<file path="src/hw/rtl/bffs_pkg.sv">
// Shared types and constants for the seeded FNV-1a Bloom filter.
// No dependencies.
package bffs_pkg;
  localparam int MaxBits = 32768;
  localparam int MaxSeeds = 8;
  localparam int StoreWords = (MaxBits + 63) / 64;
  localparam int WordAw = $clog2(StoreWords);
  localparam int SeedAw = $clog2(MaxSeeds);
  localparam int BitAw = $clog2(MaxBits);
  localparam logic [63:0] FnvPrime = 64'd1099511628211;

  typedef enum logic [1:0] {
    CMD_INSERT = 2'd0,
    CMD_QUERY  = 2'd1,
    CMD_SEED   = 2'd2,
    CMD_CLEAR  = 2'd3
  } cmd_t;

  localparam logic CFG_BIT_COUNT = 1'b0;
  localparam logic CFG_HASH_COUNT = 1'b1;

  typedef enum logic [3:0] {
    ST_IDLE, ST_LOAD, ST_MUL, ST_NEXT, ST_MOD, ST_RD, ST_WAIT, ST_UPD, ST_DONE, ST_CLR
  } state_t;
endpackage

</file>
<file path="src/hw/rtl/bffs_serial_mul.sv">
// Bit-serial 64-bit multiplier by the FNV prime, modulo 2^64.
// Depends on bffs_pkg.
module bffs_serial_mul import bffs_pkg::*; (
  input  logic        clk,
  input  logic        rst_n,
  input  logic        start,
  input  logic [63:0] operand,
  output logic        done,
  output logic [63:0] product
);
  logic [63:0] acc_r, acc_nxt, mc_r, mc_nxt;
  logic [6:0]  cnt_r, cnt_nxt;
  logic        run_r, run_nxt;

  // Shift-add over the prime's bits, one bit per cycle.
  always_comb begin
    acc_nxt = acc_r;
    mc_nxt = mc_r;
    cnt_nxt = cnt_r;
    run_nxt = run_r;
    if (start) begin
      acc_nxt = '0;
      mc_nxt = operand;
      cnt_nxt = '0;
      run_nxt = 1'b1;
    end else if (run_r) begin
      if (FnvPrime[cnt_r[5:0]]) acc_nxt = acc_r + mc_r;
      mc_nxt = {mc_r[62:0], 1'b0};
      cnt_nxt = cnt_r + 7'd1;
      if (cnt_r == 7'd63) run_nxt = 1'b0;
    end
  end

  always_ff @(posedge clk) begin
    if (!rst_n) begin
      run_r <= 1'b0;
      cnt_r <= '0;
    end else begin
      run_r <= run_nxt;
      cnt_r <= cnt_nxt;
    end
    acc_r <= acc_nxt;
    mc_r <= mc_nxt;
  end

  assign done = run_r && (cnt_r == 7'd63);
  assign product = acc_nxt;
endmodule

</file>
<file path="config.mk">
export PLATFORM = sky130hd
export DESIGN_NAME = bffs_serial_mul
export DESIGN_NICKNAME = d
export VERILOG_FILES = /design/src/hw/rtl/bffs_pkg.sv /design/src/hw/rtl/bffs_serial_mul.sv
export SDC_FILE = /design/constraint.sdc
export NUM_CORES = 1
export LEC_CHECK = 0
export BUFFER_PORTS_ARGS = -buffer_cell sky130_fd_sc_hd__buf_2
export CAP_MARGIN = 20
export CORE_MARGIN = 2
export CORE_UTILIZATION = 42
export DETAILED_ROUTE_END_ITERATION = 7
export GPL_TIMING_DRIVEN = 0
export MAX_ROUTING_LAYER = met4
export PLACE_DENSITY = 0.71
export SLEW_MARGIN = 20
export SYNTH_ARGS = -nofsm -noshare
export SYNTH_HDL_FRONTEND = slang
export SYNTH_SLANG_ARGS = --single-unit
</file>
<file path="constraint.sdc">
create_clock -name clk -period 4.3 [get_ports clk]
set_input_delay 0.86 -clock clk [delete_from_list [all_inputs] [get_ports clk]]
set_output_delay 0.86 -clock clk [all_outputs]
set_load 0.01 [all_outputs]
</file>
== Word-level counts from Yosys, hierarchy flattened ==
Memories as Yosys holds them, arrays and structs flattened. A register that Yosys moved wholly into a read port is not among the register bits.
Index checks and enable logic that the tools add are counted.

* Register bits after elaboration: 136
* ROM bits: 64
* Input bits: 67
* Output and inout bits: 65
* Logic and storage cells: 24
* Memories: 1

* Add/sub/neg operators: 2
* $lt $le $gt $ge: 1
* Equal/unequal tests: 1
* Muxes and demuxes: 11
* Bitwise gates (word level): 1
* Reduce and logical (&&, ||, !) cells: 3

{| class="wikitable"
|+ Memories
! name !! words !! width !! rd ports !! clocked after Yosys merged registers in !! wr ports !! RTL line !! RTL
|-
| (name not given) || 64 || 1 || 1 || 1 || 0 || bffs_serial_mul.sv:27 || <nowiki>if (FnvPrime[cnt_r[5:0]]) acc_nxt = acc_r + mc_r;</nowiki>
|}

{| class="wikitable"
|+ Operator list
! operator !! number
|-
| two-way mux 64 bit || 5
|-
| adder 64 bit || 1
|-
| two-way mux 6 bit || 2
|-
| adder 7 x 1 -> 7 bit, second input constant || 1
|-
| equality test 7 x 6 -> 1 bit, second input constant || 1
|-
| < comparator 6 x 7 -> 1 bit, second input constant || 1
|-
| two-way mux 1 bit || 4
|-
| nonzero test 2 bit || 1
|-
| OR reduction 2 bit || 1
|-
| logical AND 1 bit || 1
|-
| NOT 1 bit || 1
|}

== Depth between registers and ports, before layout ==
Gate-level depths: netlist of the first run.

* Depth in word-level cells: 5
* Mapped depth: 13
* Mapped depth without buffers: 13

== Worst setup path after synthesis of the first run ==
No wires, ideal clock.

* Path kind: register to output
* Start point: reg mc_r[0]
* End point: out product[44]
* Arrival: 2838 ps
* Required time: 3440 ps
* Slack: 602 ps
* Cell stages (with the launch flop): 14
* Path buffers: 0
* Cells stage by stage: edfxtp_1 ha_1 inv_1 fa_1 nand2b_1 a21oi_1 o21a_1 o211ai_1 a2111oi_0 o21a_1 o21a_1 a41oi_1 xnor2_1 a22o_1

* Longest elaborated chain between the ends: 4

{| class="wikitable"
|+ RTL lines
! element !! RTL line !! RTL
|-
| from (decl) || bffs_serial_mul.sv:11 || <nowiki>logic [63:0] acc_r, acc_nxt, mc_r, mc_nxt;</nowiki>
|-
| from (signal assigned) || bffs_serial_mul.sv:43 || <nowiki>mc_r <= mc_nxt;</nowiki>
|-
| adder 64 bit || bffs_serial_mul.sv:27 ||
|-
| two-way mux 64 bit || bffs_serial_mul.sv:27 ||
|-
| two-way mux 64 bit || bffs_serial_mul.sv:26 || <nowiki>end else if (run_r) begin</nowiki>
|-
| two-way mux 64 bit || bffs_serial_mul.sv:21 || <nowiki>if (start) begin</nowiki>
|-
| to (decl) || bffs_serial_mul.sv:9 || <nowiki>output logic [63:0] product</nowiki>
|}

Every way passes these cells.

== Final worst setup path of the first run ==
* Start point: reg mc_r[0]
* End point: out product[36]

The elaborated chain is that of the path after synthesis.

==> reports/qor.yml, run 1 <==
outcome:
  status: "finished, violations left"
  failed_checks: "negative setup slack"
sta:
  worst_slack_ns: -0.170
  setup_viol: 12
  min_period_ns: 4.47
  whs_ns: 0.481
  drv_slew: 0
  fin_crit_sh_pct: 104
  max_clock_freq_mhz: 224
  relSlewSlack_pct: 28.2
  fin_skew_ns: 0.0130
  worstMarginPinSlew_ns: 1.07
  rsz0062_at_grt: "yes"
  finalHoldViolCount: 0
placed_design:
  place_ws_ns: -0.0876
  portBuffers: 131
  dp_hpwl_um: 18300
  routabilityCongestion: 0.919
global_routing:
  global_route.usage.total_pct: 23.4
  grt_pass1_vias: 7881
  antenna_found_initial: 0
  grt_max_degree: 41
  grt_pass1_wl_um: 40100
  overflow: 0
finish:
  drive_above_1_share_pct: 33.3
  seqCellArea_sq_um: 3380
  antenna_cells: 0
  area_growth_pct: 28.9
  multi_input_area_sq_um: 6040
  finalNetCount: 1284
  fillers: 1839
  fin_util_pct: 55.2
setup_path:
  critPathMaxStageDelay_ns: 0.42
  worstSetupEndpointType: "output port"
  cp-start-kind: "register"
  critPathBufInv: 2
  crit_fanout: 4
  path_delay_family: "compound AO/OA/AOI/OAI gates"
  crit_required_ns: 3.44
  path_common_cell: "o21a_1"
  cp_slowest_cell: "a2111oi_2"
  worstSetupPathType: "register to output port"
  path_cells: "ha_2, inv_2, fa_2, nand2b_4, a21oi_4, o21a_1, o211ai_1, a2111oi_2, o21a_2, o21a_1, nor2_1, xnor2_1, a211oi_2, buf_2"
  arrival_ns: 3.61
yosys:
  syn_avg_cell_area_sq_um: 9.21
  synth_edf_count: 64
  ys_async_sr_fraction_pct: 0
  ys.flop_type: "dfxtp_1"
  seq_area_frac_synth_pct: 37.6
  ys_top_cells_by_area: "edfxtp_1, dfxtp_1, ha_1"
  synth_top_area_share_pct: 21.4
  synthDistinctLibCells: 67
  synth_fp_nets: 1109
  synth-seq-cells: 137
  syn_inst: 977
  yosys_warnings: 0
  synth.cell_area_sq_um: 9000
  synth_top_cell_by_area: "edfxtp_1"
clocking:
  numCtsBuffers: 17
  postCtsHoldBufs: 0
  cts.sinks: 137
  worstSkewPairLatency_ns: 0.44
  h-tree-depth: 4
  cts_tree: "yes"
  clockBufferDepth: 2
  clkTransAtPathRegs_ns: 0.06
  cts_root_buf: "clkbuf_16"
detailed_routing:
  drt_iter0_markers: 473
  finalWirelength_um: 26200
  vias: 8236
  wire_per_inst_um: 18.2
  remaining_drc_errors: 0
  ant_nets: 0
  via_per_inst: 5.72
  drt-pass1-iter-count: 5
pwr:
  ir_worst_vdd_uv: 230
  p_leak_uw: 0.00490
  cellPowerDensity_nw_per_um2: 434
floorplanning:
  fp.dieW_um: 150
  coreArea_sq_um: 21000
  num_io_pins: 132
  die_h_um: 150
  row_count: 53
  initial_utilization_pct: 42.8
  dieArea_sq_um: 22600
flow_run:
  maxCapViolations: 0
hold_path:
  hold_path.class: "register to register"
[cell usage after synthesis, drive strengths merged (3+ instances only)]
cell and instances:
and2 4, nor4 4, nor2b 7, o21bai 16, edfxtp 64, a21o 35
a41oi 7, a211oi 5, ha 64, mux2 62, buf 16, dfxtp 73
o31ai 9, a31oi 11, nor2 60, a22o 15, or3 5, nand4 20
a21oi 122, o211ai 5, nor4b 3, a22oi 3, nor3 14, nand2 126
nand2b 8, or2 4, inv 21, nand3 19, clkbuf 32, and3 12
xnor2 35, o21a 11, o21ai 38, xor2 23
[state kept, by name (all words and copies together) (netlist names), named ones only]
name	flops
cnt_r	7
acc_r	64
run_r	1
mc_r	64
[stage by stage]
stage                     area, sq um  setup TNS [ns]  cells  power (uW)
after floorplan                  9000               0    977        2740
after global placement          10000          -0.186   1383        3120
after detailed placement        10000          -0.217   1384        3140
after CTS                       10900          -0.369   1422        4820
after global routing            11600           -3.86   1440        5300
final                           11600           -1.17   1440        5040
[report_power, final]
group	leakage (uW)	switching, uW	internal (uW)
Clock	0.000303	588	1020
Combinational	0.00336	1020	780
Sequential	0.00124	112	1530
[metal layers]
metal	share of wire (%)	track usage, %
met1	45	30.7
met3	5.6	3.88
met2	46	36.1
met4	3.2	9.58
met5	0	-
[path summary, 6_finish.rpt]
kind         startpoint     endpoint  slack (ns)  cells past startpoint
max reg2reg     mc_r[0]    acc_r[58]        1.15                     15
min           acc_r[15]    acc_r[15]        0.48                      2
min reg2reg   acc_r[15]    acc_r[15]        0.48                      2
max             mc_r[0]  product[36]       -0.17                     14
[cells in the final DEF (no fill, tap or decap), types with 34 or more instances in the layout]
| cell | n |
|---|---|
| ha_1 | 38 |
| a21oi_1 | 92 |
| dfxtp_1 | 72 |
| nor2_1 | 56 |
| nand2_1 | 124 |
| mux2_2 | 62 |
| xnor2_1 | 34 |
| a21o_1 | 35 |
| buf_2 | 133 |
| edfxtp_1 | 64 |
[kinds of logic (layout without fill, tap and decap cells)]
logic type / count (synthesis) / count (layout) / share of synthesized area, %
AO/OA/AOI/OAI: 292 / 292 / 21.5
AND/OR/NAND/NOR: 292 / 292 / 15.2
flip-flops: 137 / 137 / 37.6
buffers and inverters: 69 / 257 / 3.00
adder cells (fa/ha/maj): 65 / 65 / 9.12
multiplexers: 64 / 64 / 7.98
XOR/XNOR: 58 / 58 / 5.64
[final cells by class]
class	count	area share, %
inverter	21	0.679
buffer	39	1.43
clock buffer	21	4.05
sequential	137	29.2
multi-input combinational	771	52.1
tap	275	2.96
clock inverter	11	1.46
timing repair buffer	165	8.16
[worst min-delay path: stages, from the launching register on]
cell and delay (ns):
dfxtp_1 0.31, nand2_1 0.05, a21oi_1 0.06
[repair_timing]
action                     CTS  global route
setup endpoints to repair   35            41
pin swaps                   22            58
buffers inserted            11            22
resized for setup           46           109
Power figures use the tool's default switching activity.
==> run 2, diff against run 1 <==
--- a/config.mk
+++ b/config.mk
@@ -12,7 +12,7 @@
 export DETAILED_ROUTE_END_ITERATION = 7
 export GPL_TIMING_DRIVEN = 0
 export MAX_ROUTING_LAYER = met4
-export PLACE_DENSITY = 0.71
+export PLACE_DENSITY_LB_ADDON = 0.15
 export SLEW_MARGIN = 20
 export SYNTH_ARGS = -nofsm -noshare
 export SYNTH_HDL_FRONTEND = slang
==> constraint.sdc (replaced) <==
create_clock -name clk -period 4.51 [get_ports clk]
set_input_delay 0.2255 -clock clk [delete_from_list [all_inputs] [get_ports clk]]
set_output_delay 0.2255 -clock clk [all_outputs]
set_load 0.01 [all_outputs]
==> run 2 against run 1 <==
The flow now finishes without violations. Wire length fell by 6.9%. Sequential power fell by 5%. Worst setup slack better by 0.48 ns. Clock power shrank 17%. Combinational power fell by 20%. Clock skew shrank 0.0020 ns. Total power shrank 14%.
==> reports/qor.yml, run 2 (synthesis results as in run 1) <==
outcome:
  status: "finished clean"
sta:
  max_clock_freq_mhz: 238
  rsz0062_at_grt: "no"
  min_period_ns: 4.20
  worstMarginPinSlew_ns: 0.949  # -0.124 ns
  drv_slew: 0  # unchanged
  relSlewSlack_pct: 36.7  # +8.5 points
  setup_viol: 0  # -12
  fin_skew_ns: 0.0110  # -0.00195 ns
  setup_tns_ns: 0  # +1.17 ns
  fin_crit_sh_pct: 93.0
  finalHoldViolCount: 0  # unchanged
detailed_routing:
  remaining_drc_errors: 0  # unchanged
  drt_iter0_markers: 487  # +3.0%
  drt-pass1-iter-count: 7  # +2
  wire_per_inst_um: 17.2  # -5.4%
  vias: 7791  # -5.4%
  finalWirelength_um: 24400  # -6.9%
  via_per_inst: 5.50  # -3.9%
  ant_nets: 0  # unchanged
clocking:
  clkTransAtPathRegs_ns: 0.05  # about the same
  cts.sinks: 137  # unchanged
  cts_root_buf: "clkbuf_16"
  h-tree-depth: 4  # unchanged
  postCtsHoldBufs: 0  # unchanged
  cts_tree: "yes"
  numCtsBuffers: 17  # unchanged
  clockBufferDepth: 2  # unchanged
  worstSkewPairLatency_ns: 0.43  # about the same
setup_path:
  worstSetupPathType: "register to output port"
  path_cells: "ha_1, inv_1, fa_1, nand2b_1, a21oi_1, o21a_1, o211ai_1, a2111oi_1, o21a_1, o21a_1, a41oi_1, xnor2_1, a22o_1, buf_2"
  path_common_cell: "o21a_1"
  crit_fanout: 4  # unchanged
  worstSetupEndpointType: "output port"
  path_delay_family: "compound AO/OA/AOI/OAI gates"
  setup.worst_path.start: "mc_r[0]"
  crit_required_ns: 4.28  # +0.84 ns
  cp_slowest_cell: "a2111oi_1"
  critPathBufInv: 2  # unchanged
  critPathMaxStageDelay_ns: 0.47  # +0.05 ns
  reg2regPathDepth: 13  # -2
  arrival_ns: 3.97  # +0.36 ns
  cp-start-kind: "register"
  timing.rr.start: "mc_r[0]"
  path_depth: 14  # unchanged
pwr:
  comb_power_share_pct: 33.3  # -2.3 points
  p_sw_uw: 1490  # -13%
  power_uw: 4310  # -14%
  p_leak_uw: 0.00463  # -5.6%
  pwr-share-seq_pct: 35.9  # +3.3 points
  cellPowerDensity_nw_per_um2: 407  # -6.3%
  ir_worst_vdd_uv: 286  # +24%
  p_int_uw: 2820  # -15%
  power_frac_clock_pct: 30.8  # -1.0 points
  sw_frac_of_total_pct: 34.6  # +0.61 points
placed_design:
  routabilityCongestion: 0.876  # -4.6%
  place_area_sq_um: 10000  # about the same
  dp_hpwl_um: 18300  # about the same
  portBuffers: 131  # unchanged
finish:
  stdcell_area_sq_um: 10600  # -8.7%
  layout_common_cells: "buf_2, nand2_1, a21oi_1, dfxtp_1"
  reg.largest.list: "acc_r: 64 flops, mc_r: 64 flops, cnt_r: 7 flops"
  fin_util_pct: 50.4  # -4.8 points
  antenna_cells: 0  # unchanged
  drive_above_1_share_pct: 22.5  # -11 points
  finalNetCount: 1261  # -1.8%
  final_common_cell: "buf_2"
  area_growth_pct: 17.7
global_routing:
  grt_pass1_vias: 7480  # -5.1%
  overflow: 0  # unchanged
  antenna_found_initial: 0  # unchanged
  grt_pass1_wl_um: 38700  # -3.4%
  global_route.usage.total_pct: 22.7  # -0.73 points
  grt_max_degree: 51  # +24%
floorplanning:
  num_io_pins: 132  # unchanged
  row_count: 53  # unchanged
  die_h_um: 150  # unchanged
  dieArea_sq_um: 22600  # unchanged
  coreArea_sq_um: 21000  # unchanged
  fp.dieW_um: 150  # unchanged
  initial_utilization_pct: 42.8  # unchanged
hold_path:
  hold_path.class: "input port to register"
  worstHoldStart: "rst_n"
  holdPathStages: 2  # unchanged
flow_run:
  maxCapViolations: 0  # unchanged
## run 2: cell count changes in the layout (fill, tap and decap cells not counted), sizes merged
cell and delta:
buf -30, clkbuf +8, bufinv -3, clkinv +2
clkdlybuf4s15 -1, clkinvlp +1
## run 2: cell type report
class / instances / area [sq um]
timing repair buffer: 133 / 694
clock inverter: 11 / 101
tap: 275 / 344
buffer: 48 / 191
sequential: 137 / 3380
fill: 2036 / 10400
inverter: 21 / 78.8
clock buffer: 21 / 450
multi-input combinational: 771 / 5350
## run 2: worst paths after layout
kind / endpoint / slack [ns]
setup / recovery: product[48] / 0.31
hold / removal: run_r / 0.04
setup reg to reg: acc_r[48] / 1.00
hold reg to reg: cnt_r[6] / 0.47
## run 2: worst register-to-register path, stage by stage (launching register included)
cell and delay, ns:
edfxtp_1 0.36, ha_1 0.18, inv_1 0.06, fa_1 0.38, nand2b_1 0.19, a21oi_1 0.21
o21a_1 0.24, o211ai_1 0.15, a2111oi_1 0.47, o21a_1 0.33, o21a_1 0.25, a41oi_1 0.20
xnor2_1 0.18, a22o_1 0.22
## run 2: through the flow
step	hold WS (ns)	instances	worst slack, ns
detailed placement	0.467	1384	0.739
CTS	0.0202	1416	0.273
finish	0.0381	1417	0.314
floorplan	0.354	977	1.45
global route	0.0809	1417	0.0554
global placement	0.464	1383	0.767
## run 2: timing repair
action                     CTS  global route
setup buffers                0             0
gates resized for setup      0             1
setup endpoints to repair    0             2
## run 2: power by group through the flow
stage               clock, uW  combinational (uW)  sequential, uW
floorplan                   0                1070            1540
global placement            0                1410            1570
detailed placement          0                1420            1570
CTS                      1360                1440            1550
global route             1400                1610            1560
finish                   1330                1440            1550
## run 2: routing by layer
metal,vias to the layer above,part of all wire (%),routed length [um],track usage (%)
met5,-,0,0,-
met4,0,1.3,328,5.33
met3,23,5.3,1300,3.76
met2,193,46,11200,35.7
met1,3662,48,11600,30.7
li1,3913,-,-,-
==> run 3, diff against run 2 <==
--- a/config.mk
+++ b/config.mk
@@ -7,8 +7,9 @@
 export LEC_CHECK = 0
 export BUFFER_PORTS_ARGS = -buffer_cell sky130_fd_sc_hd__buf_2
 export CAP_MARGIN = 20
+export CORE_ASPECT_RATIO = 2
 export CORE_MARGIN = 2
-export CORE_UTILIZATION = 42
+export CORE_UTILIZATION = 55
 export DETAILED_ROUTE_END_ITERATION = 7
 export GPL_TIMING_DRIVEN = 0
 export MAX_ROUTING_LAYER = met4
==> constraint.sdc (replaced) <==
create_clock -name clk -period 4.4 [get_ports clk]
set_input_delay 0.22 -clock clk [delete_from_list [all_inputs] [get_ports clk]]
set_output_delay 0.22 -clock clk [all_outputs]
set_load 0.01 [all_outputs]
==> run 3 against run 2 <==
Register-to-register slack got worse by 0.05 ns. Cell count decreased by 5.1%. Wire length increased by 4.9%. Global-route usage grew 7.7 points.
==> reports/qor.yml, run 3 (synthesis results as in run 1) <==
pwr:
  power_frac_clock_pct: 31.4  # +0.6 points
  comb_power_share_pct: 33.3  # about the same
  ir_worst_vdd_uv: 286  # about the same
  cellPowerDensity_nw_per_um2: 429  # +5.4%
  sw_frac_of_total_pct: 34.3  # -0.29 points
  power_uw: 4510  # +4.5%
  p_leak_uw: 0.00464  # +0.14%
  p_int_uw: 2960  # +5.0%
  pwr-share-seq_pct: 35.3  # -0.6 points
  p_sw_uw: 1550  # +3.6%
floorplanning:
  fp.dieW_um: 94.5  # -37%
  die_h_um: 185  # +23%
  dieArea_sq_um: 17500  # -23%
  initial_utilization_pct: 55.6  # +13 points
  num_io_pins: 132  # unchanged
  row_count: 66  # +25%
  coreArea_sq_um: 16200  # -23%
finish:
  final_common_cell: "buf_2"
  layout_common_cells: "buf_2, nand2_1, a21oi_1, dfxtp_1"
  fin_util_pct: 64.9  # +14 points
  area_growth_pct: 16.7
  stdcell_area_sq_um: 10500  # -0.86%
  finalNetCount: 1260  # -0.079%
  reg.largest.list: "acc_r: 64 flops, mc_r: 64 flops, cnt_r: 7 flops"
  antenna_cells: 0  # unchanged
  drive_above_1_share_pct: 22.3  # -0.16 points
sta:
  min_period_ns: 4.12
  setup_viol: 0  # unchanged
  relSlewSlack_pct: 35.0  # -1.7 points
  worstMarginPinSlew_ns: 0.971  # +0.0220 ns
  worst_slack_ns: 0.278  # -0.0353 ns
  fin_crit_sh_pct: 93.7
  drv_slew: 0  # unchanged
  fin_skew_ns: 0.0116  # +0.000591 ns
  max_clock_freq_mhz: 243
  setup_tns_ns: 0  # unchanged
  rsz0062_at_grt: "no"
  finalHoldViolCount: 0  # unchanged
global_routing:
  global_route.usage.total_pct: 30.4  # +7.7 points
  antenna_found_initial: 0  # unchanged
  overflow: 0  # unchanged
  grt_pass1_vias: 8077  # +8.0%
  grt_pass1_wl_um: 39400  # +1.7%
  grt_max_degree: 36  # -29%
setup_path:
  cp-endpoint: "product[48]"
  reg2regPathDepth: 13  # unchanged
  reg2reg_to: "acc_r[48]"
  rrSetupSlack_ns: 0.95  # -0.05 ns
  worstSetupPathType: "register to output port"
  worstSetupEndpointType: "output port"
  cp-start-kind: "register"
  crit_fanout: 4  # unchanged
  setup.worst_path.start: "mc_r[0]"
  crit_required_ns: 4.18  # -0.10 ns
  timing.rr.start: "mc_r[0]"
  arrival_ns: 3.90  # -0.07 ns
clocking:
  h-tree-depth: 4  # unchanged
  worstSkewPairLatency_ns: 0.43  # about the same
  cts_root_buf: "clkbuf_16"
  clkTransAtPathRegs_ns: 0.06  # about the same
  cts_tree: "yes"
  cts.sinks: 137  # unchanged
  numCtsBuffers: 17  # unchanged
  clockBufferDepth: 2  # unchanged
placed_design:
  portBuffers: 131  # unchanged
  place_area_sq_um: 9930  # -0.96%
  dp_hpwl_um: 20000  # +9.0%
  place_ws_ns: 0.603  # -0.136 ns
  routabilityCongestion: 0.964  # +10%
detailed_routing:
  drt_iter0_markers: 340  # -30%
  wire_per_inst_um: 19.0  # +10%
  ant_nets: 0  # unchanged
  via_per_inst: 5.96  # +8.5%
  remaining_drc_errors: 0  # unchanged
  vias: 8021  # +3.0%
  drt-pass1-iter-count: 4  # -3
  finalWirelength_um: 25600  # +4.9%
outcome:
  status: "finished clean"
flow_run:
  maxCapViolations: 0  # unchanged
hold_path:
  hold_path.class: "input port to register"
[run 3: power by group through the flow]
| stage | Clock [uW] | Sequential (uW) | Combinational [uW] |
|---|---|---|---|
| finish | 1420 | 1590 | 1500 |
| global route | 1480 | 1610 | 1650 |
| CTS | 1440 | 1590 | 1480 |
| detailed placement | 0 | 1620 | 1480 |
| global placement | 0 | 1620 | 1460 |
| floorplan | 0 | 1580 | 1100 |
[run 3: worst max-delay path: stages, from the launching register on]
cell and delay [ns]:
edfxtp_1 0.37, ha_1 0.20, inv_1 0.06, fa_1 0.39, nand2b_1 0.20, a21oi_1 0.18, o21a_1 0.22, o211ai_1 0.16
a2111oi_1 0.47, o21a_2 0.30, o21a_1 0.22, a41oi_1 0.18, xnor2_1 0.18, a22o_1 0.22, buf_2 0.14
[run 3: repair_timing]
action / 4_1_cts / 5_1_grt
hold buffers: 0 / 0
setup endpoints to repair: 0 / 4
resized for setup: 0 / 2
setup buffers: 0 / 0
[run 3: worst min-delay path by stage]
stage	startpoint	end	slack, ns	cells after the start
2_1_floorplan	rst_n	run_r	0.35	1
3_3_place_gp	acc_r[19]	acc_r[19]	0.46	2
3_5_place_dp	acc_r[17]	acc_r[17]	0.47	2
4_1_cts	operand[24]	mc_r[24]	0.07	2
5_1_grt	rst_n	run_r	0.08	2
6_report	operand[24]	mc_r[24]	0.09	2
[run 3: final cells by class]
cell class,count,area [sq um]
inverter,21,78.8
sequential,137,3380
buffer,48,191
tap,204,255
multi-input combinational,771,5350
clock buffer,24,472
fill,1464,5680
clock inverter,8,95.1
timing repair buffer,132,676
[run 3: stage by stage]
step | hold slack (ns) | std cells
2_1_floorplan | 0.348 | 977
4_1_cts | 0.0725 | 1345
6_report | 0.0887 | 1345
3_5_place_dp | 0.466 | 1313
5_1_grt | 0.0798 | 1345
3_3_place_gp | 0.461 | 1312
[run 3: routing by layer]
| layer | GRT usage [%] | share of wire (%) |
|---|---|---|
| met5 | - | 0 |
| met4 | 18.5 | 5.7 |
| met3 | 3.86 | 3.6 |
| met2 | 57.4 | 55 |
| met1 | 28.2 | 35 |
