===== src/hw/rtl/bffs_pkg.sv =====
// Shared types and constants for the seeded FNV-1a Bloom filter.
// No dependencies.
package bffs_pkg;
  localparam int MaxBits = 32768;
  localparam int MaxSeeds = 8;
  localparam int StoreWords = (MaxBits + 63) / 64;
  localparam int WordAw = $clog2(StoreWords);
  localparam int SeedAw = $clog2(MaxSeeds);
  localparam int BitAw = $clog2(MaxBits);
  localparam logic [63:0] FnvPrime = 64'd1099511628211;

  typedef enum logic [1:0] {
    CMD_INSERT = 2'd0,
    CMD_QUERY  = 2'd1,
    CMD_SEED   = 2'd2,
    CMD_CLEAR  = 2'd3
  } cmd_t;

  localparam logic CFG_BIT_COUNT = 1'b0;
  localparam logic CFG_HASH_COUNT = 1'b1;

  typedef enum logic [3:0] {
    ST_IDLE, ST_LOAD, ST_MUL, ST_NEXT, ST_MOD, ST_RD, ST_WAIT, ST_UPD, ST_DONE, ST_CLR
  } state_t;
endpackage


===== src/hw/rtl/bffs_serial_mod.sv =====
// Restoring bit-serial remainder of a 64-bit value by a 16-bit divisor.
// Depends on bffs_pkg.
module bffs_serial_mod import bffs_pkg::*; (
  input  logic        clk,
  input  logic        rst_n,
  input  logic        start,
  input  logic [63:0] dividend,
  input  logic [15:0] divisor,
  output logic        done,
  output logic [15:0] remainder
);
  logic [63:0] sh_r, sh_nxt;
  logic [15:0] rem_r, rem_nxt;
  logic [16:0] trial;
  logic [15:0] dv_r, dv_nxt;
  logic [6:0]  cnt_r, cnt_nxt;
  logic        run_r, run_nxt;

  always_comb begin
    sh_nxt = sh_r;
    rem_nxt = rem_r;
    dv_nxt = dv_r;
    cnt_nxt = cnt_r;
    run_nxt = run_r;
    trial = {rem_r, sh_r[63]};
    if (start) begin
      sh_nxt = dividend;
      rem_nxt = '0;
      dv_nxt = divisor;
      cnt_nxt = '0;
      run_nxt = 1'b1;
    end else if (run_r) begin
      sh_nxt = {sh_r[62:0], 1'b0};
      rem_nxt = (trial >= {1'b0, dv_r}) ? 16'(trial - {1'b0, dv_r}) : trial[15:0];
      cnt_nxt = cnt_r + 7'd1;
      if (cnt_r == 7'd63) run_nxt = 1'b0;
    end
  end

  always_ff @(posedge clk) begin
    if (!rst_n) begin
      run_r <= 1'b0;
      cnt_r <= '0;
    end else begin
      run_r <= run_nxt;
      cnt_r <= cnt_nxt;
    end
    sh_r <= sh_nxt;
    rem_r <= rem_nxt;
    dv_r <= dv_nxt;
  end

  assign done = run_r && (cnt_r == 7'd63);
  assign remainder = rem_nxt;
endmodule


===== config.mk =====
export PLATFORM = sky130hd
export DESIGN_NAME = bffs_serial_mod
export DESIGN_NICKNAME = d
export VERILOG_FILES = /design/src/hw/rtl/bffs_pkg.sv /design/src/hw/rtl/bffs_serial_mod.sv
export SDC_FILE = /design/constraint.sdc
export NUM_CORES = 1
export LEC_CHECK = 0
export BUFFER_PORTS_ARGS = -buffer_cell sky130_fd_sc_hd__buf_2
export CORE_MARGIN = 5
export CORE_UTILIZATION = 50
export CTS_BUF_LIST = sky130_fd_sc_hd__clkbuf_16
export DETAILED_ROUTE_END_ITERATION = 16
export GPL_TIMING_DRIVEN = 0
export PLACE_DENSITY = 0.76
export SLEW_MARGIN = 15
export SYNTH_ARGS = -nofsm -noshare
export SYNTH_HDL_FRONTEND = slang
export SYNTH_SLANG_ARGS = --single-unit

===== constraint.sdc =====
create_clock -name clk -period 2.5 [get_ports clk]
set_input_delay 0.125 -clock clk [delete_from_list [all_inputs] [get_ports clk]]
set_output_delay 0.125 -clock clk [all_outputs]
set_load 0.01 [all_outputs]

; ---- After elaboration in Yosys (flattened, before gate mapping)
; Index checks and enable logic that the tools add are counted.
[totals]
elab_cells = 21
output_inout_bits = 17
regBits = 104
inputBits = 83
[op_classes]
bitwise = 1
n_lt_le_gt_ge = 1
eq_ne = 1
mux = 8
reduce_logical = 3
addsub = 2
[op_table]
columns = cell, n
row1 = 64-bit two-way mux, 2
row2 = 16-bit two-way mux, 3
row3 = 17-bit by 16-bit greater-or-equal comparator with 1-bit output, 1
row4 = 16-bit subtractor, 1
row5 = 7-bit by 1-bit adder with 7-bit output (second input constant), 1
row6 = 7-bit by 6-bit == test with 1-bit output (second input constant), 1
row7 = 1-bit two-way mux, 3
row8 = 2-bit nonzero test, 1
row9 = 2-bit OR reduction, 1
row10 = 1-bit logical AND, 1
row11 = 1-bit NOT, 1

; ---- Logic depth before layout (Yosys ltp)
; Gate-level depths: netlist (run 1).
[depth]
word_depth = 4
depth_mapped = 10
mapped_depth_nobuf = 10

; ---- Worst setup path after synthesis (run 1)
; OpenSTA, ideal clock, no wires.
[synth_path]
path_kind = register to register
startpoint = register sh_r[63]
endpoint = register rem_r[10]
t_arrival_ns = 2.370
path_buffers = 0
slack_ns = -0.027
period_less_slack_ns = 2.527
required_time_ns = 2.343
setup_ns = 0.157
path_stages_with_launch = 11
cell_sequence = edfxtp_1 -> inv_1 -> ha_1 -> inv_1 -> fa_1 -> a21o_1 -> a221oi_4 -> a21oi_1 -> o211ai_1 -> a211oi_1 -> a2111oi_2
[synth_between]
elab_chain_cells = 4
[synth_lines]
columns = element, line_no
row1 = from (decl), bffs_serial_mod.sv:12  ; logic [63:0] sh_r, sh_nxt;
row2 = from (signal assigned), bffs_serial_mod.sv:48  ; sh_r <= sh_nxt;
row3 = 16-bit subtractor / 17-bit by 16-bit greater-or-equal comparator with 1-bit output (equally long branches), bffs_serial_mod.sv:34  ; rem_nxt = (trial >= {1'b0, dv_r}) ? 16'(trial - {1'b0, dv_r}) : trial[15:0];
row4 = 16-bit two-way mux (*), bffs_serial_mod.sv:34
row5 = 16-bit two-way mux (*), bffs_serial_mod.sv:32  ; end else if (run_r) begin
row6 = 16-bit two-way mux (*), bffs_serial_mod.sv:26  ; if (start) begin
row7 = via remainder[10], bffs_serial_mod.sv:10  ; output logic [15:0] remainder
row8 = to (signal assigned), bffs_serial_mod.sv:49  ; rem_r <= rem_nxt;
row9 = to (decl), bffs_serial_mod.sv:13  ; logic [15:0] rem_r, rem_nxt;
; Mark *: on every way through the listed nets, which the timed path passes. The rest lies on a longest branch.
; A chain may end at the register's enable or synchronous reset.

; ---- Worst setup path after layout (run 1)
[layout_path]
startpoint = register sh_r[63]
endpoint = output port remainder[14]
[layout_between]
elab_chain_cells = 4
[layout_lines]
columns = element, line_no
row1 = 16-bit subtractor / 17-bit by 16-bit greater-or-equal comparator with 1-bit output (equally long branches), bffs_serial_mod.sv:34
row2 = 16-bit two-way mux (*), bffs_serial_mod.sv:34
row3 = 16-bit two-way mux (*), bffs_serial_mod.sv:32
row4 = 16-bit two-way mux (*), bffs_serial_mod.sv:26
row5 = to (decl), bffs_serial_mod.sv:10
; Every way passes the cells marked *; elsewhere a longest branch is shown, timed or not.

==> results of run 1 <==
## flip-flops by register name, summed over array words and instances, names as in the netlist
| name | flops |
|---|---|
| dv_r | 16 |
| run_r | 1 |
| sh_r | 64 |
| rem_r | 16 |
| cnt_r | 7 |
## kinds of logic after synthesis
| kind of cell | after synthesis | share of synthesized area (%) |
|---|---|---|
| AO/OA/AOI/OAI | 86 | 13.5 |
| XOR/XNOR | 14 | 2.28 |
| adder cells (fa/ha/maj) | 18 | 4.32 |
| buffers and inverters | 41 | 3.23 |
| flip-flops | 104 | 53.5 |
| multiplexers | 67 | 13.9 |
| AND/OR/NAND/NOR | 101 | 9.22 |
## repair_timing
| item | in CTS | in global routing |
|---|---|---|
| endpoints found under the hold margin | 17 | 0 |
| pin swaps | 23 | 9 |
| cloned | 1 | 0 |
| hold buffers | 17 | 0 |
| endpoints found under the setup margin | 21 | 19 |
| buffers inserted | 23 | 2 |
| gates resized for setup | 58 | 5 |
## final timing paths
| check | endpoint | cells after the start | slack, ns | startpoint |
|---|---|---|---|---|
| setup / recovery | remainder[14] | 12 | -0.47 | sh_r[63] |
| hold / removal | sh_r[30] | 2 | 0.07 | dividend[30] |
| setup reg to reg | rem_r[12] | 13 | -0.05 | sh_r[63] |
| hold reg to reg | cnt_r[5] | 2 | 0.50 | cnt_r[5] |
## area by class of cell
type	instances	area, µm²
fill	775	3380
sequential	104	2880
multi-input combinational	286	2600
timing repair buffer	142	901
clock buffer	10	250
tap	136	170
buffer	18	110
inverter	21	81.3
clock inverter	6	41.3
antenna	1	2.50
## cells in the mapped netlist, drive strengths merged, types with 3 or more instances
master,number,share of area (%)
edfxtp,80,45
and3,3,0.35
inv,21,1.5
and2,3,0.39
nand3b,3,0.42
o211ai,11,1.6
clkbuf,14,0.98
or3,3,0.35
o21ai,16,1.8
o21bai,3,0.49
xnor2,7,1.1
a211oi,6,0.84
a21o,9,1.3
o21a,5,0.70
xor2,7,1.1
nand4,7,0.81
a311oi,8,1.5
nand3,10,0.93
nand2b,4,0.46
nor2,31,2.2
mux2i,4,0.74
nand2,22,1.5
a31oi,3,0.63
nor3,9,1.0
mux2,63,13
buf,6,0.79
a21oi,12,1.3
dfxtp,24,8.9
ha,17,3.9
## metal layers
metal | GRT usage [%] | share of wire (%) | up-vias
li1 | - | - | 1939
met1 | 23.8 | 38 | 2037
met2 | 34.5 | 49 | 166
met3 | 8.70 | 9.6 | 34
met4 | 7.84 | 3.0 | 2
met5 | 0 | 0.053 | -
## worst reg2reg max path, stage by stage, from the launching register on
cell and delay (ns):
edfxtp_1 0.39, inv_1 0.07, ha_2 0.17, inv_2 0.04, fa_2 0.35, a21o_1 0.21, a221oi_4 0.28, buf_6 0.15
o21a_4 0.15, o211ai_1 0.10, o211ai_1 0.11, o211ai_1 0.16, buf_4 0.16, buf_4 0.12
## report_power, final
part | internal [mW] | total, mW | switching [mW]
sequential | 2.04 | 2.09 | 0.0552
combinational | 0.415 | 0.844 | 0.429
clock | 0.743 | 1.40 | 0.658
## per-stage QoR
| stage | utilization (%) | TNS (ns) | instance area (µm²) | std cells |
|---|---|---|---|---|
| 2_1_floorplan | - | 0 | 5390 | 431 |
| 3_3_place_gp | 58.1 | -45.34 | 6050 | 666 |
| 3_5_place_dp | 58.1 | -2.32 | 6050 | 666 |
| 4_1_cts | 67.2 | -5.02 | 7000 | 721 |
| 5_1_grt | 67.6 | -7.53 | 7040 | 724 |
| 6_report | 67.6 | -5.46 | 7040 | 724 |
==> implementation parameters, run 1 <==
Parameter                              Value

Status
  Outcome ... finished with violations
  Violations in the final reports ... negative setup slack

Synthesis
  Synth Instances ... 431
  Unique masters post-synth ... 58
  Proportion of synthesized chip area in sequential cells ... 53.5%
  Fraction of registers with async set or reset after synthesis ... 0%
  Yosys reg bits ... 104
  Syn Nets ... between 500 and 600
  Syn Std Cell Area ... 5390 µm²
  Average instance area after synthesis ... 12.5 µm²
  Count of flip-flops with a built-in enable after synthesis ... 80
  Top flip-flop cell by instance count after synthesis ... edfxtp_1
  Synthesis Warnings ... 0

Die
  Core footprint ... 10400 µm²
  Die Footprint ... 12900 µm²
  Width of the die ... 114 µm
  Number of placement rows ... 37
  Die Span Y ... 114 µm
  I/O pin count ... 100
  Effective utilization at floorplan ... 51.7%

Clocking
  Buffer levels on the longest clock path ... 2
  CTS Root Cell ... clkbuf_16
  TritonCTS clock tree ... done
  Level count of the clock H-tree ... 3
  Insertion delay of the later-clocked pin in the worst-skew pair ... 0.35 ns
  TritonCTS buffer count ... 9
  Clock slew seen by the registers of the worst setup and hold paths ... 0.07 ns
  CTS Sinks ... 104

Detailed routing
  Average wire per standard cell ... 18.4 µm
  Detailed-route vias per instance ... 5.77
  Wire length after detailed routing ... around 13 mm
  Count of TritonRoute iterations in the first routing pass ... 6
  Remaining routing DRC violations ... 0
  Detail Route Antenna Nets ... 0
  Count of vias placed by the detailed router ... about 4200
  Initial DRC count ... 239

Global route
  Number of global-route vias before repair ... 4335
  Remaining global-route overflow ... 0
  Initial antenna violation count ... 2
  Maximum number of pins on one net before global-route repair ... 65
  Global-route wire length before repair ... 21.2 mm
  Combined global-route utilization of all metal layers ... 20.7%

Critical path
  Buffering stage count on the worst path with inverters included ... 4
  Category of the worst setup path capture point ... output port
  Cell at the slowest stage of the critical path ... edfxtp_1
  Series of cell instances along the critical path ... inv_1, ha_2, inv_2, fa_2, a21o_1, a221oi_4, buf_6, o21a_4, nor2_4, a311oi_2, o211ai_1, buf_2
  Data required time at the worst endpoint ... 2.38 ns
  Maximum fanout along the worst path ... 3
  Data arrival time of the critical path ... 2.85 ns
  Kind of cell with the highest combined delay on the critical path ... compound AO/OA/AOI/OAI gates
  Slowest Stage Delay on Critical Path ... 0.39 ns
  Setup crit start kind ... flop
  CP Class ... reg -> out

Timing
  Worst relative slew slack ... 36.8%
  Final Setup Violations ... 17
  Period minus WS final ... 2.97 ns
  Final hold slack ... 0.0721 ns
  Max Transition Viols Final ... 0
  Achievable clock frequency ... 336 MHz
  RSZ-0062 raised after global routing ... yes
  Fin. Hold Viols ... 0
  Worst Tran Pin Value ... 0.948 ns
  Slack of the critical path ... -0.475 ns
  Final period util ... 119%
  Final clock skew ... 0.00352 ns

Place
  Post-DP HPWL ... about 8.4 mm
  Number of buffer cells added on primary ports ... 99
  Placer Congestion ... 0.873
  Worst slack at placement ... -0.346 ns

Hold path
  Kind of path behind the tightest hold check ... in -> reg

Layout
  Fin nets ... 683
  Highest-count cells in the layout ignoring fill and taps ... 99 x buf_2, 80 x edfxtp_1, 63 x mux2_2, 30 x nor2_1, 24 x dfxtp_1
  Layout Area Growth over Synthesis ... 30.7%
  Layout cell share with drive strength beyond 1 ... 45.1%
  Most frequent standard cell in the layout excluding fill and tap cells ... buf_2

Pwr
  Leakage ... 2.80 nW
  Areal power density over the cells ... 617 nW/µm²
  Worst voltage drop across the vdd grid ... 0.000488 V
  Total power after layout ... 4.34 mW

Job
  Max-cap violations ... 0
No activity file was read; power rests on OpenSTA's default activity.
==> run 2, diff against run 1 <==
Settings changed: ABC_AREA set to 1, CORE_UTILIZATION 50 to 52, CTS_BUF_LIST sky130_fd_sc_hd__clkbuf_16 to sky130_fd_sc_hd__clkbuf_4, PLACE_DENSITY 0.76 to 0.78.
==> implementation parameters, run 2 <==
Parameter                              Value

Layout
  Largest Register ... sh_r
  Final Cell Area ... 7750 µm² (+10%)
  Largest registers ranked by flip-flop count ... sh_r (64), dv_r (16), rem_r (16)
  Fin nets ... 981 (+44%)
  Most frequent standard cell in the layout excluding fill and tap cells ... nand2_1
  Non-filler cells, final ... 1021 (+41%)
  Highest-count cells in the layout ignoring fill and taps ... 293 x nand2_1, 89 x buf_2, 81 x dlygate4sd3_1, 80 x edfxtp_1, 61 x inv_1
  Largest register FFs ... 64 (unchanged)
  Layout cell share with drive strength beyond 1 ... 26.9% (-18 points)
  Post-Route Utilization ... 75.4% (+7.8 points)
  Layout Area Growth over Synthesis ... 42.5%
  Count of inserted antenna diode cells ... 0 (-1)

Detailed routing
  Average wire per standard cell ... 15.3 µm (-17%)
  Count of TritonRoute iterations in the first routing pass ... 4 (-2)
  Wire length after detailed routing ... 15.6 mm (+17%)
  Detailed-route vias per instance ... 5.00 (-13%)
  Count of vias placed by the detailed router ... 5110 (+22%)
  Initial DRC count ... 280 (+17%)
  Detail Route Antenna Nets ... 0 (unchanged)
  Remaining routing DRC violations ... 0 (unchanged)

Timing
  Worst Tran Pin Value ... 1.03 ns (+0.0796 ns)
  Period minus WS final ... 2.66 ns (-0.316 ns)
  Fin. Hold Viols ... 0 (unchanged)
  Slack of the critical path ... -0.159 ns (+0.316 ns)
  Achievable clock frequency ... 376 MHz (+12%)
  Final clock skew ... 0.0172 ns (+0.0137 ns)
  Worst relative slew slack ... 31.2% (-5.6 points)
  Max Transition Viols Final ... 0 (unchanged)
  RSZ-0062 raised after global routing ... yes
  Final period util ... 106% (-13 points)
  Final Setup Violations ... 16 (-1)

Critical path
  Critical register-to-register path startpoint ... rem_r[13]
  Kind of cell with the highest combined delay on the critical path ... simple AND/OR/NAND/NOR gates
  Series of cell instances along the critical path ... ha_4, nand2_1, nor2_2, nand2_1, buf_4, nor2_4, a21oi_4, buf_6, nor2_1, nor2_1, nor2_2, buf_2
  Slowest Stage Delay on Critical Path ... 0.40 ns (about the same)
  Setup crit start kind ... flop
  Category of the worst setup path capture point ... output port
  Buffering stage count on the worst path with inverters included ... 3 (-1)
  Number of cell instances on the worst register-to-register path ... 15 (+2)
  CP Class ... reg -> out
  Data required time at the worst endpoint ... 2.38 ns (about the same)
  Data arrival time of the critical path ... 2.53 ns (-0.32 ns)
  Maximum fanout along the worst path ... 5 (+2)
  Cell at the slowest stage of the critical path ... dfxtp_1
  Reg-to-reg slack, setup ... 0.17 ns (+0.22 ns)
  Destination of the worst register-to-register timing path ... rem_r[6]

Clocking
  TritonCTS clock tree ... done
  CTS Root Cell ... clkbuf_4
  Clock slew seen by the registers of the worst setup and hold paths ... 0.17 ns (+0.10 ns)
  Level count of the clock H-tree ... 3 (unchanged)
  CTS Sinks ... 104 (unchanged)
  Buffer levels on the longest clock path ... 2 (unchanged)
  Insertion delay of the later-clocked pin in the worst-skew pair ... 0.47 ns (+0.12 ns)
  TritonCTS buffer count ... 9 (unchanged)

Synthesis
  Syn Std Cell Area ... 5440 µm² (+0.98%)
  Average instance area after synthesis ... 8.19 µm² (-34%)
  Commonest cells in the synthesized netlist ... 313 x nand2_1, 80 x edfxtp_1, 69 x inv_1
  Top flip-flop cell by instance count after synthesis ... edfxtp_1
  Synthesis Warnings ... 0 (unchanged)
  Fraction of registers with async set or reset after synthesis ... 0% (unchanged)
  Most common cell in the netlist ... nand2_1
  Unique masters post-synth ... 34 (-41%)
  Dominant cells by area after synthesis ... edfxtp_1 44%, nand2_1 22%, dfxtp_1 8.8%
  Proportion of synthesized chip area in sequential cells ... 53.0% (-0.52 points)
  Syn Nets ... 765 (+44%)
  Synth Instances ... 664 (+54%)
  Share of the synthesized area in the top cell type ... 44.2% (-0.43 points)
  Library cell with the largest summed area after synthesis ... edfxtp_1
  Count of flip-flops with a built-in enable after synthesis ... 80 (unchanged)
  Yosys reg bits ... 104 (unchanged)

Die
  Die Span Y ... 112 µm (-1.3%)
  Number of placement rows ... 37 (unchanged)
  Core footprint ... 10300 µm² (-1.3%)
  Width of the die ... 112 µm (-1.3%)
  Die Footprint ... 12600 µm² (-2.7%)
  Effective utilization at floorplan ... 52.9% (+1.2 points)
  I/O pin count ... 100 (unchanged)

Hold path
  Kind of path behind the tightest hold check ... in -> reg
  Hold-critical path endpoint ... dv_r[14]
  WHS Path Cells ... 1 (-1)
  Startpoint of the tightest hold check path ... start

Pwr
  Areal power density over the cells ... 557 nW/µm² (-9.6%)
  Leakage ... 3.67 nW (+31%)
  Worst voltage drop across the vdd grid ... 0.000424 V (-13%)

Job
  Max-cap violations ... 0 (unchanged)

Place
  Number of buffer cells added on primary ports ... 99 (unchanged)
  Post-DP HPWL ... 8.73 mm (+4.1%)
  Cell area after placement ... 6110 µm² (+0.87%)
  Placed Cells incl. Taps ... 899 (+35%)
  Placer Congestion ... 0.925 (+6.0%)

Global route
  Global-route wire length before repair ... 24.8 mm (+17%)
  Initial antenna violation count ... 0 (-2)
  Remaining global-route overflow ... 0 (unchanged)
  Number of global-route vias before repair ... 5354 (+24%)
  Combined global-route utilization of all metal layers ... 24.4% (+3.7 points)
  Maximum number of pins on one net before global-route repair ... 66 (+1.5%)

Status
  Outcome ... finished with violations
  Violations in the final reports ... negative setup slack
## run 2: layout make-up
type	instances	area [µm²]
sequential	104	2880
multi-input combinational	470	2570
fill	677	2530
timing repair buffer	203	1590
inverter	74	290
tap	136	170
clock inverter	7	101
buffer	17	72.6
clock buffer	9	67.6
timing repair inverter	1	11.3
## run 2: cells by family after synthesis
group                      Yosys count  share of synthesized area (%)
DFF                                104                           53.0
xor gates and xnor gates             9                           1.45
AOI/OAI and AO/OA                   23                           2.44
and+or+nand+nor                    418                           32.2
buffers and inverters               92                           6.65
adders and majority gates           18                           4.28
## run 2: report_power, final
part	switching (mW)	leakage, nW	internal [mW]	total, mW
Clock	0.600	0.0910	0.421	1.02
Combinational	0.647	2.56	0.527	1.17
Sequential	0.0779	1.01	2.04	2.12
Total	1.32	3.67	2.99	4.32
## run 2: per-stage QoR
step | power (mW) | TNS (ns) | hold WS, ns | worst slack [ns]
2_1_floorplan | 2.68 | 0 | 0.224 | 0.255
3_3_place_gp | 2.90 | -45.86 | 0.303 | -0.799
3_5_place_dp | 2.93 | 0 | 0.305 | 0.185
4_1_cts | 4.22 | -0.744 | 0.0986 | -0.113
5_1_grt | 4.52 | -3.87 | 0.104 | -0.294
6_report | 4.32 | -1.59 | 0.124 | -0.159
## run 2: worst max-delay path by stage
stage | from | end | cells past startpoint | slack [ns]
4_1_cts | sh_r[63] | remainder[14] | 16 | -0.11
2_1_floorplan | run_r | run_r | 4 | 0.25
6_report | rem_r[13] | remainder[13] | 12 | -0.16
3_5_place_dp | start | run_r | 6 | 0.18
5_1_grt | dv_r[14] | remainder[1] | 14 | -0.29
3_3_place_gp | start | run_r | 6 | -0.80
## run 2: repair_timing
item                                    in CTS  in global routing
pin swaps                                   17                 31
setup buffers                               19                  7
hold buffers                                81                  0
endpoints found under the hold margin       81                  0
resized for setup                           55                 49
endpoints found under the setup margin      16                 17
cloned                                       4                  0
## run 2: layer usage
metal  vias to the layer above  GRT usage [%]  part of all wire (%)
met2                       193           45.3                    53
met3                        53           5.55                   5.4
met5                         -              0                     0
li1                       2522              -                     -
met4                         0           10.8                   3.9
met1                      2342           26.4                    38
==> run 3, diff against run 2 <==
Settings changed: ABC_AREA 1 to 0, CORE_UTILIZATION 52 to 55, PLACE_DENSITY 0.78 to 0.79.
Clock period 2.5 ns to 2.7 ns, I/O delays scaled along.
==> implementation parameters, run 3 (same netlist as run 1, synthesis figures left out) <==
Parameter                              Value

Job
  Max-cap violations ... 0 (unchanged)

Detailed routing
  Count of vias placed by the detailed router ... 4640 (-9.2%)
  Average wire per standard cell ... 19.9 µm (+31%)
  Remaining routing DRC violations ... 0 (unchanged)
  Detail Route Antenna Nets ... 0 (unchanged)
  Count of TritonRoute iterations in the first routing pass ... 7 (+3)
  Wire length after detailed routing ... 16.0 mm (+2.8%)
  Detailed-route vias per instance ... 5.78 (+15%)
  Initial DRC count ... 325 (+16%)

Layout
  Count of inserted antenna diode cells ... 0 (unchanged)
  Largest register FFs ... 64 (unchanged)
  Fin nets ... 766 (-22%)
  Layout cell share with drive strength beyond 1 ... 45.1% (+18 points)
  Largest registers ranked by flip-flop count ... sh_r (64), dv_r (16), rem_r (16)
  Final Cell Area ... 7790 µm² (+0.52%)
  Highest-count cells in the layout ignoring fill and taps ... 99 x buf_2, 81 x dlygate4sd3_1, 80 x edfxtp_1, 63 x mux2_2, 36 x buf_4
  Post-Route Utilization ... 80.8% (+5.4 points)
  Non-filler cells, final ... 803 (-21%)
  Largest Register ... sh_r
  Most frequent standard cell in the layout excluding fill and tap cells ... buf_2
  Layout Area Growth over Synthesis ... 44.6%

Clocking
  Clock slew seen by the registers of the worst setup and hold paths ... 0.17 ns (about the same)
  CTS Sinks ... 104 (unchanged)
  Buffer levels on the longest clock path ... 2 (unchanged)
  Level count of the clock H-tree ... 3 (unchanged)
  Insertion delay of the later-clocked pin in the worst-skew pair ... 0.48 ns (about the same)
  TritonCTS buffer count ... 9 (unchanged)
  CTS Root Cell ... clkbuf_4
  TritonCTS clock tree ... done

Critical path
  Series of cell instances along the critical path ... inv_2, ha_4, inv_2, fa_2, a21o_1, a221oi_4, buf_6, o21a_4, buf_6, a311oi_2, o211ai_1, buf_2
  Data required time at the worst endpoint ... 2.57 ns (+0.19 ns)
  Setup crit start kind ... flop
  Kind of cell with the highest combined delay on the critical path ... compound AO/OA/AOI/OAI gates
  Cell at the slowest stage of the critical path ... edfxtp_1
  Slowest Stage Delay on Critical Path ... 0.44 ns (+0.04 ns)
  Maximum fanout along the worst path ... 3 (-2)
  CP Class ... reg -> out
  Data arrival time of the critical path ... 3.05 ns (+0.52 ns)
  Buffering stage count on the worst path with inverters included ... 5 (+2)
  Category of the worst setup path capture point ... output port

Die
  Die Span Y ... 109 µm (-2.9%)
  Number of placement rows ... 36 (-2.7%)
  Core footprint ... 9640 µm² (-6.2%)
  Width of the die ... 109 µm (-2.9%)
  Effective utilization at floorplan ... 55.9% (+3.0 points)
  Die Footprint ... 11900 µm² (-5.8%)
  I/O pin count ... 100 (unchanged)

Global route
  Global-route wire length before repair ... 24.9 mm (+0.61%)
  Number of global-route vias before repair ... 4766 (-11%)
  Combined global-route utilization of all metal layers ... 27.7% (+3.3 points)
  Remaining global-route overflow ... 0 (unchanged)
  Initial antenna violation count ... 0 (unchanged)
  Maximum number of pins on one net before global-route repair ... 65 (-1.5%)

Timing
  Final clock skew ... 0.0225 ns (+0.00530 ns)
  Final period util ... 118%
  Final setup TNS ... -4.63 ns (-3.03 ns)
  Slack of the critical path ... -0.485 ns (-0.326 ns)
  Fin. Hold Viols ... 0 (unchanged)
  Worst relative slew slack ... 40.2% (+9.0 points)
  Final hold slack ... 0.116 ns (-0.00846 ns)
  Final Setup Violations ... 17 (+1)
  Worst Tran Pin Value ... 0.897 ns (-0.131 ns)
  Period minus WS final ... about 3.2 ns
  Achievable clock frequency ... around 310 MHz
  RSZ-0062 raised after global routing ... yes
  Max Transition Viols Final ... 0 (unchanged)

Pwr
  Areal power density over the cells ... 470 nW/µm² (-16%)
  Worst voltage drop across the vdd grid ... 0.000350 V (-18%)
  Leakage ... 3.12 nW (-15%)

Place
  Number of buffer cells added on primary ports ... 99 (unchanged)
  Post-DP HPWL ... 8.30 mm (-4.9%)
  Placed Cells incl. Taps ... 663 (-26%)
  Cell area after placement ... 6050 µm² (-0.92%)
  Placer Congestion ... 0.892 (-3.6%)

Status
  Outcome ... finished with violations
  Violations in the final reports ... negative setup slack

Hold path
  Kind of path behind the tightest hold check ... in -> reg
-- run 3: cell count changes in the layout (fill, tap and decap cells not counted), sizes merged, moves of 5 or more --
cell | previous run | this run
inv | 77 | 23
a211oi | 0 | 6
nor2 | 45 | 31
o21a | 0 | 5
mux2 | 0 | 63
o21ai | 6 | 16
a311oi | 0 | 8
nand2 | 331 | 22
a21o | 0 | 9
buf | 127 | 149
o211ai | 0 | 11
nand3 | 29 | 10
-- run 3: path summary, 6_finish.rpt --
kind / from / to / slack [ns] / cells past startpoint
setup / recovery: sh_r[63] / remainder[14] / -0.48 / 12
setup reg to reg: sh_r[63] / rem_r[14] / -0.05 / 13
hold reg to reg: cnt_r[5] / cnt_r[5] / 0.54 / 2
hold / removal: start / dv_r[5] / 0.12 / 1
-- run 3: cell type report --
type,instances,area (µm²)
multi-input combinational,286,2730
fill,531,1850
inverter,21,81.3
buffer,18,110
tap,133,166
timing repair buffer,225,1690
clock buffer,10,75.1
clock inverter,6,43.8
sequential,104,2890
-- run 3: report_power, final --
group | leakage [nW] | total, mW | internal (mW) | switching, mW
Sequential | 0.998 | 1.95 | 1.89 | 0.0636
Clock | 0.0724 | 0.758 | 0.207 | 0.550
Combinational | 2.05 | 0.951 | 0.490 | 0.460
Total | 3.12 | 3.66 | 2.59 | 1.07
-- run 3: per-stage QoR --
stage                     setup WS [ns]  total power [mW]
final                            -0.485              3.66
after global routing             -0.645              3.81
after detailed placement         -0.209              2.59
after CTS                        -0.485              3.56
after floorplan                   0.173              2.40
after global placement           -0.511              2.56
-- run 3: layer usage --
metal | vias up | wire, µm | global-route usage (%)
met1 | 2227 | 6100 | 34.0
met2 | 260 | 8130 | 47.6
met3 | 56 | 1260 | 6.87
met4 | 0 | 519 | 9.38
li1 | 2097 | - | -
met5 | - | 0 | 0
-- run 3: what timing repair did --
action                                 in CTS  in global routing
pin swaps                                  31                 30
setup buffers                              40                 13
setup endpoints to repair                  17                 20
cloned                                      1                  0
endpoints found under the hold margin      81                  0
hold buffers                               81                  0
gates resized for setup                    77                 24
